`config.mk`:
```
export PLATFORM = sky130hd
export DESIGN_NAME = block_peak_rms_meter
export DESIGN_NICKNAME = d
export VERILOG_FILES = /design/src/hdl/bprm_pkg.sv /design/src/hdl/block_peak_rms_meter.sv
export SDC_FILE = /design/constraint.sdc
export NUM_CORES = 1
export LEC_CHECK = 0
export BUFFER_PORTS_ARGS = -buffer_cell sky130_fd_sc_hd__buf_2
export CAP_MARGIN = 10
export CORE_ASPECT_RATIO = 1.2
export CORE_MARGIN = 3
export CORE_UTILIZATION = 30
export DETAILED_ROUTE_END_ITERATION = 10
export GPL_TIMING_DRIVEN = 0
export HOLD_SLACK_MARGIN = 0.05
export PLACE_DENSITY = 0.44
export SLEW_MARGIN = 15
export SYNTH_ARGS = -nofsm -noshare
export SYNTH_HDL_FRONTEND = slang
export SYNTH_SLANG_ARGS = --single-unit
```
`constraint.sdc`:
```
create_clock -name clk -period 3.8 [get_ports clk]
set_clock_uncertainty 0.1 [all_clocks]
set_input_delay 0.57 -clock clk [delete_from_list [all_inputs] [get_ports clk]]
set_output_delay 0.57 -clock clk [all_outputs]
set_load 0.01 [all_outputs]
```
`src/hdl/bprm_pkg.sv`:
```
`timescale 1ns / 1ps
// ----------------------------------------------------------------------------
// Block peak/RMS meter package
// Field widths, parameter defaults and iteration counts shared by the meter.
// ----------------------------------------------------------------------------
package bprm_pkg;

	localparam int SampleWidth       = 24;  // Q1.23 sample and magnitude width
	localparam int CountWidth        = 17;  // frame count, 1 .. 65536
	localparam int SumWidth          = 63;  // Q17.46 sum of squares
	localparam int SquareWidth       = 2 * SampleWidth;
	localparam int MaxFramesDefault  = 65536;
	localparam int SampleBitsDefault = 24;

	// divide: one quotient bit per dividend bit
	localparam int DivSteps  = SumWidth;
	// root: two radicand bits per step over the square width
	localparam int RootSteps = SquareWidth / 2;
	localparam int StepWidth = $clog2(DivSteps);

endpackage

```
`src/hdl/block_peak_rms_meter.sv`:
```
`timescale 1ns / 1ps
// ----------------------------------------------------------------------------
// Block peak and RMS level meter
// Tracks peak magnitude, sum of squares and frame count over a block of
// samples; on the last sample emits peak, floor RMS, count and overflow.
// ----------------------------------------------------------------------------
// After acceptance the serial squarer steps through the magnitude bits up to
//   the top set bit and stops once it sees the multiplier empty.
// A last sample then runs the divide and root steps, and its result loads into
//   the result register once the output is free.
// Input is ready only while idle; a sample past the frame limit skips the squarer.
// Reset (arst_n low, asynchronous): block state and result valid cleared.
// ----------------------------------------------------------------------------
module block_peak_rms_meter #(
	parameter int MAX_FRAMES  = bprm_pkg::MaxFramesDefault,
	parameter int SAMPLE_BITS = bprm_pkg::SampleBitsDefault
) (
	input  logic                               clk,
	input  logic                               arst_n,
	// sample channel
	input  logic                               in_valid,
	output logic                               in_ready,
	input  logic [bprm_pkg::SampleWidth-1:0]   sample,
	input  logic                               last,
	// result channel
	output logic                               out_valid,
	input  logic                               out_ready,
	output logic [bprm_pkg::SampleWidth-1:0]   peak,
	output logic [bprm_pkg::SampleWidth-1:0]   rms,
	output logic [bprm_pkg::CountWidth-1:0]    frame_count,
	output logic                               overflow
);
	import bprm_pkg::*;

	// sequencer states
	localparam logic [2:0] StIdle = 3'd0;  // waiting for a sample
	localparam logic [2:0] StMul  = 3'd1;  // shift-add square into the sum
	localparam logic [2:0] StDiv  = 3'd2;  // sum / count, one bit a cycle
	localparam logic [2:0] StRoot = 3'd3;  // floor sqrt, one root bit a cycle
	localparam logic [2:0] StDone = 3'd4;  // wait for the result register

	localparam int AlignShift = SampleWidth - SAMPLE_BITS;
	localparam int SumPad     = SumWidth - SquareWidth;
	localparam int RootRem    = RootSteps + 2;  // sqrt remainder width
	localparam logic [CountWidth-1:0] MaxCount = CountWidth'(MAX_FRAMES);
	localparam logic [StepWidth-1:0]  DivLast  = StepWidth'(DivSteps - 1);
	localparam logic [StepWidth-1:0]  RootLast = StepWidth'(RootSteps - 1);

	logic [2:0]              state_q;
	logic [StepWidth-1:0]    step_q;
	logic                    last_q;

	// block state
	logic [SampleWidth-1:0]  peak_hold_q;
	logic [SumWidth-1:0]     square_sum_q;   // sum, then quotient, then radicand
	logic [CountWidth-1:0]   sample_count_q;
	logic                    overflow_seen_q;

	// serial squarer operands
	logic [SampleWidth-1:0]  mr_q;           // multiplier, shifts right
	logic [SquareWidth-1:0]  md_q;           // multiplicand, shifts left

	// divider remainder and root datapath
	logic [CountWidth-1:0]   div_rem_q;
	logic [RootRem-1:0]      root_rem_q;
	logic [SampleWidth-1:0]  root_q;

	// result register
	logic                    out_valid_q;
	logic [SampleWidth-1:0]  peak_out_q;
	logic [SampleWidth-1:0]  rms_out_q;
	logic [CountWidth-1:0]   count_out_q;
	logic                    ovf_out_q;

	// magnitude of the incoming sample, left aligned to Q1.23
	logic [SAMPLE_BITS-1:0]  raw;
	logic [SAMPLE_BITS:0]    mag_wide;
	logic [SampleWidth-1:0]  mag;
	logic                    accept;
	logic                    counted;

	assign raw      = sample[SAMPLE_BITS-1:0];
	assign mag_wide = raw[SAMPLE_BITS-1]
		? (((SAMPLE_BITS + 1)'(1)) << SAMPLE_BITS) - {1'b0, raw}
		: {1'b0, raw};
	assign mag      = SampleWidth'(mag_wide) << AlignShift;
	assign accept   = in_valid && in_ready;
	// once the count reaches the limit, further samples only flag overflow
	assign counted  = sample_count_q < MaxCount;

	// divide step: bring down the next dividend bit
	logic [CountWidth:0]     div_trial;
	logic [CountWidth:0]     div_diff;
	logic                    div_ge;
	assign div_trial = {div_rem_q, square_sum_q[SumWidth-1]};
	assign div_diff  = div_trial - {1'b0, sample_count_q};
	assign div_ge    = div_trial >= {1'b0, sample_count_q};

	// root step: bring down two radicand bits, try root*4+1
	logic [RootRem+1:0]      root_trial;
	logic [RootRem+1:0]      root_test;
	logic                    root_ge;
	assign root_trial = {root_rem_q, square_sum_q[SquareWidth-1 -: 2]};
	assign root_test  = {2'b00, root_q, 2'b01};
	assign root_ge    = root_trial >= root_test;

	logic                    out_free;
	assign out_free = !out_valid_q || out_ready;

	always_ff @(posedge clk or negedge arst_n) begin
		if (!arst_n) begin
			state_q         <= StIdle;
			step_q          <= '0;
			last_q          <= 1'b0;
			peak_hold_q     <= '0;
			square_sum_q    <= '0;
			sample_count_q  <= '0;
			overflow_seen_q <= 1'b0;
			out_valid_q     <= 1'b0;
		end else begin
			// new result loads as the old one leaves
			if (state_q == StDone && out_free) begin
				out_valid_q <= 1'b1;
			end else if (out_ready) begin
				out_valid_q <= 1'b0;
			end
			case (state_q)
				StIdle: begin
					if (accept) begin
						last_q <= last;
						step_q <= '0;
						if (counted) begin
							if (mag > peak_hold_q) begin
								peak_hold_q <= mag;
							end
							sample_count_q <= sample_count_q + 1'b1;
							state_q        <= StMul;
						end else begin
							overflow_seen_q <= 1'b1;
							state_q         <= last ? StDiv : StIdle;
						end
					end
				end
				StMul: begin
					// stop as soon as no multiplier bits remain
					if (mr_q == '0) begin
						state_q <= last_q ? StDiv : StIdle;
					end else if (mr_q[0]) begin
						square_sum_q <= square_sum_q + {{SumPad{1'b0}}, md_q};
					end
				end
				StDiv: begin
					square_sum_q <= {square_sum_q[SumWidth-2:0], div_ge};
					if (step_q == DivLast) begin
						step_q  <= '0;
						state_q <= StRoot;
					end else begin
						step_q <= step_q + 1'b1;
					end
				end
				StRoot: begin
					// quotient fits the square width; shift radicand up two bits
					square_sum_q <= {square_sum_q[SumWidth-3:0], 2'b00};
					step_q       <= step_q + 1'b1;
					if (step_q == RootLast) begin
						state_q <= StDone;
					end
				end
				StDone: begin
					if (out_free) begin
						peak_hold_q     <= '0;
						square_sum_q    <= '0;
						sample_count_q  <= '0;
						overflow_seen_q <= 1'b0;
						state_q         <= StIdle;
					end
				end
				default: begin
					state_q <= StIdle;
				end
			endcase
		end
	end

	// datapath registers without reset
	always_ff @(posedge clk) begin
		case (state_q)
			StIdle: begin
				mr_q       <= mag;
				md_q       <= SquareWidth'(mag);
				div_rem_q  <= '0;
				root_rem_q <= '0;
				root_q     <= '0;
			end
			StMul: begin
				mr_q <= mr_q >> 1;
				md_q <= md_q << 1;
			end
			StDiv: begin
				div_rem_q <= div_ge ? div_diff[CountWidth-1:0] : div_trial[CountWidth-1:0];
			end
			StRoot: begin
				root_rem_q <= root_ge ? RootRem'(root_trial - root_test)
				                      : root_trial[RootRem-1:0];
				root_q     <= {root_q[SampleWidth-2:0], root_ge};
			end
			StDone: begin
				if (out_free) begin
					peak_out_q  <= peak_hold_q;
					rms_out_q   <= root_q;
					count_out_q <= sample_count_q;
					ovf_out_q   <= overflow_seen_q;
				end
			end
			default: begin
			end
		endcase
	end

	assign in_ready    = state_q == StIdle;
	assign out_valid   = out_valid_q;
	assign peak        = peak_out_q;
	assign rms         = rms_out_q;
	assign frame_count = count_out_q;
	assign overflow    = ovf_out_q;

	// count never passes the frame limit
	a_count_limit: assert property (@(posedge clk) disable iff (!arst_n)
		sample_count_q <= MaxCount)
		else $error("sample count beyond frame limit");

	// divider never sees a zero count
	a_div_nonzero: assert property (@(posedge clk) disable iff (!arst_n)
		state_q == StDiv |-> sample_count_q != '0)
		else $error("divide by zero count");

	// a closing sample stalls the input side
	a_last_busy: assert property (@(posedge clk) disable iff (!arst_n)
		accept && last |=> !in_ready)
		else $error("input accepted right after last item");

	// a result always covers at least one frame and its rms never exceeds the peak
	a_result_sane: assert property (@(posedge clk) disable iff (!arst_n)
		out_valid |-> (frame_count != '0) && (rms <= peak))
		else $error("inconsistent result item");

endmodule
```
==> flow_summary.yaml <==
cells_and_area:
  final_util_pct: 36.1
  area_growth_pct: 18.7
  seq_area_um2: 9060
  layout.cells.non_filler: 3014
  multi_input_area_um2: 10300
  finalInstanceArea_um2: 23500
  drive_gt1_share_pct: 13.6
  fin_nets: 2301
  fillers: 6522
yosys:
  synth_largest_area_cell: "edfxtp_1"
  synth_seq_cells: 321
  synth_area_leaders: "edfxtp_1 31%, dfrtp_1 15%, ha_1 7.5%"
  synth_seq_area_share_pct: 45.8
  yosysMostFrequentCell: "nor2_1"
  synthTopCellsByCount: "215 x nor2_1, 205 x edfxtp_1, 142 x a21oi_1"
  synthArstFlopShare_pct: 36.1
  synth_nets: 2139
  ys.flop_type: "edfxtp_1"
  avgSynthCellArea_um2: 9.94
  netlist.area_leader.share_pct: 31.1
  yosysWarnings: 0
  synth_edf_count: 205
  netlist_area_um2: 19800
  syn-instance-count: 1989
  synth_cell_types: 74
worst_hold_path:
  hold_start: "last"
  holdPathEnd: "last_q"
  hold_path_class: "input pin to register"
  min_path_cells: 2
sta:
  tightestPinTransition_ps: 1060
  max_slew_margin_pct: 29.3
  maxSlewViolCount: 0
  layout_min_cycle_time_ps: 4330
  fin_crit_sh_pct: 114
  max_freq_mhz: 231
  setup_viol: 24
  fin_tns_setup_ps: -11920
  hold_viol: 0
  setup_slack_ps: -527
  rsz0062_at_grt: "true"
placement:
  hpwl_um: 41800
  io_buffers: 96
  dp_cells: 2922
  gp_congestion: 0.889
  placed_cell_area_um2: 21500
power_and_ir_drop:
  power_uw: 8070
  power.density_nw_per_um2: 344
  peakVddDrop_mv: 0.321
  p_leak_uw: 0.00859
die:
  die_w_um: 240
  start_util_pct: 30.4
  dieArea_um2: 69100
  die_h_um: 287
  core_area_um2: 65000
  io_pins: 97
  num_rows: 102
status:
  violations: "setup timing"
  outcome: "finished with violations"
grt:
  grt_use_total_pct: 16.5
  grt_pass1_vias: 15900
  grt_max_degree: 87
  antenna_found_initial: 0
  grt.overflow.total: 0
  grt_pass1_wl_um: 90300
clock_tree:
  cts_tree: "done"
  htreeDepth: 2
  clock_path_buffers: 3
  cts_buffers: 39
  root_buffer: "clkbuf_16"
  clk_latency_ps: 580
  cts.clk_slew.worst_paths_ps: 60
  numClockSinks: 321
setup_path:
  critical_path.reg2reg.startpoint: "square_sum_q[0]"
  crit_path_start: "sample[6]"
  worstPathRequired_ps: 4140
  startpoint_type: "input pin"
  critPathArrivalTime_ps: 4670
  reg2reg_to: "square_sum_q[58]"
  rr_worst_depth: 12
  crit_type: "input pin to register"
  reg2reg_slack_ps: 160
  cp_max_fo: 5
  end_kind: "register"
detailed_routing:
  first_pass_iters: 5
  wl_per_cell_um: 19.1
  drc: 0
  wirelength_um: 57700
  viasPerCell: 5.21
  num_vias: 15700
  ant_nets: 0
  drt_iter0_drc: 963
flow_run:
  max-cap-violations: 0
-- layout by cell type, fill, tap and decap left out, types with 12 or more instances in the layout --
master,n
o21bai_1,12
nand3_1,34
mux2_4,16
ha_1,115
nand2b_1,21
nor2b_1,17
a31oi_1,18
nor3_1,23
and3_1,31
xnor2_1,64
clkbuf_16,41
nor2_1,211
mux2i_1,81
o21a_1,73
nand2_1,140
xor2_1,44
nand4_1,45
a21o_1,55
buf_4,23
inv_1,121
a21oi_1,135
o21ai_0,85
buf_2,98
clkbuf_1,75
edfxtp_1,205
o31ai_1,13
o221ai_1,36
dfrtp_1,116
-- how the worst max path moves through the flow --
| stage | depth (start not counted) | slack (ps) | end |
|---|---|---|---|
| 2_1_floorplan | 18 | -680 | peak_hold_q[21] |
| 3_3_place_gp | 19 | -1420 | peak_hold_q[19] |
| 3_5_place_dp | 19 | -1440 | peak_hold_q[20] |
| 4_1_cts | 17 | -480 | peak_hold_q[19] |
| 5_1_grt | 19 | -630 | peak_hold_q[17] |
| 6_report | 19 | -530 | peak_hold_q[20] |
-- routing by layer --
metal	global-route usage (%)	vias up	share of wire, %
li1	-	7598	-
met1	21.5	7714	45
met2	28.5	297	49
met3	2.19	95	3.6
met4	4.66	0	2.4
met5	0	-	0
-- power by group --
part | internal [uW] | total (uW) | leakage, uW | switching (uW)
clock network | 2440 | 4060 | 0.000675 | 1620
registers | 3700 | 3700 | 0.00284 | 0.00000000000543
logic | 133 | 309 | 0.00507 | 176
total | 6270 | 8070 | 0.00859 | 1800
-- registers in the layout, summed over array words and instances (netlist names), 3 cells and up --
signal,flops
div_rem_q,17
peak,24
root_q,24
step_q,6
peak_hold_q,24
square_sum_q,63
rms,24
frame_count,17
root_rem_q,26
mr_q,24
state_q,3
sample_count_q,17
md_q,48
-- worst max-delay path, cell delays in order --
cell       delay (ps)
buf_8              90
or4_4             540
or3_4             400
or4_4             450
nand2b_4          200
o21ai_4           190
xor2_2            200
inv_1             100
ha_4              280
a21o_1            100
a21o_1            130
a21oi_2            70
o21ai_2           210
a21oi_2            50
a31oi_2           240
o21a_1            190
buf_8             160
clkbuf_16         170
mux2_4            300
-- final cells by class --
cell class | count | share of cell area, %
multi-input combinational | 1448 | 43.7
sequential | 321 | 38.6
clock buffer | 51 | 4.61
tap | 832 | 4.44
timing repair buffer | 123 | 3.51
inverter | 123 | 1.97
buffer | 95 | 1.84
clock inverter | 20 | 1.27
antenna | 1 | 0.0107
-- per-stage QoR --
stage                     hold WS, ps  setup WS [ps]
after floorplan                   174           -679
after global placement            333          -1420
after detailed placement          336          -1440
after CTS                         109           -480
after global routing              137           -633
final                             149           -527
-- repair_timing --
action	4_1_cts	5_1_grt
hold endpoints to repair	30	0
resized for setup	64	37
gates cloned	1	1
pin swaps	15	6
hold buffers	1	0
endpoints found under the setup margin	98	105
buffers inserted	17	2
-- cell families (layout without fill, tap and decap cells) --
family	Yosys count	in the layout	synth area share, %
multiplexers	107	107	5.60
AND/OR/NAND/NOR	579	579	13.9
buffers and inverters	220	412	4.24
AO/OA/AOI/OAI	528	528	17.8
XOR/XNOR	113	113	5.00
flip-flops	321	321	45.8
adder cells (fa/ha/maj)	121	121	7.73
other	0	1	0
(Power assumes the default switching activity.)
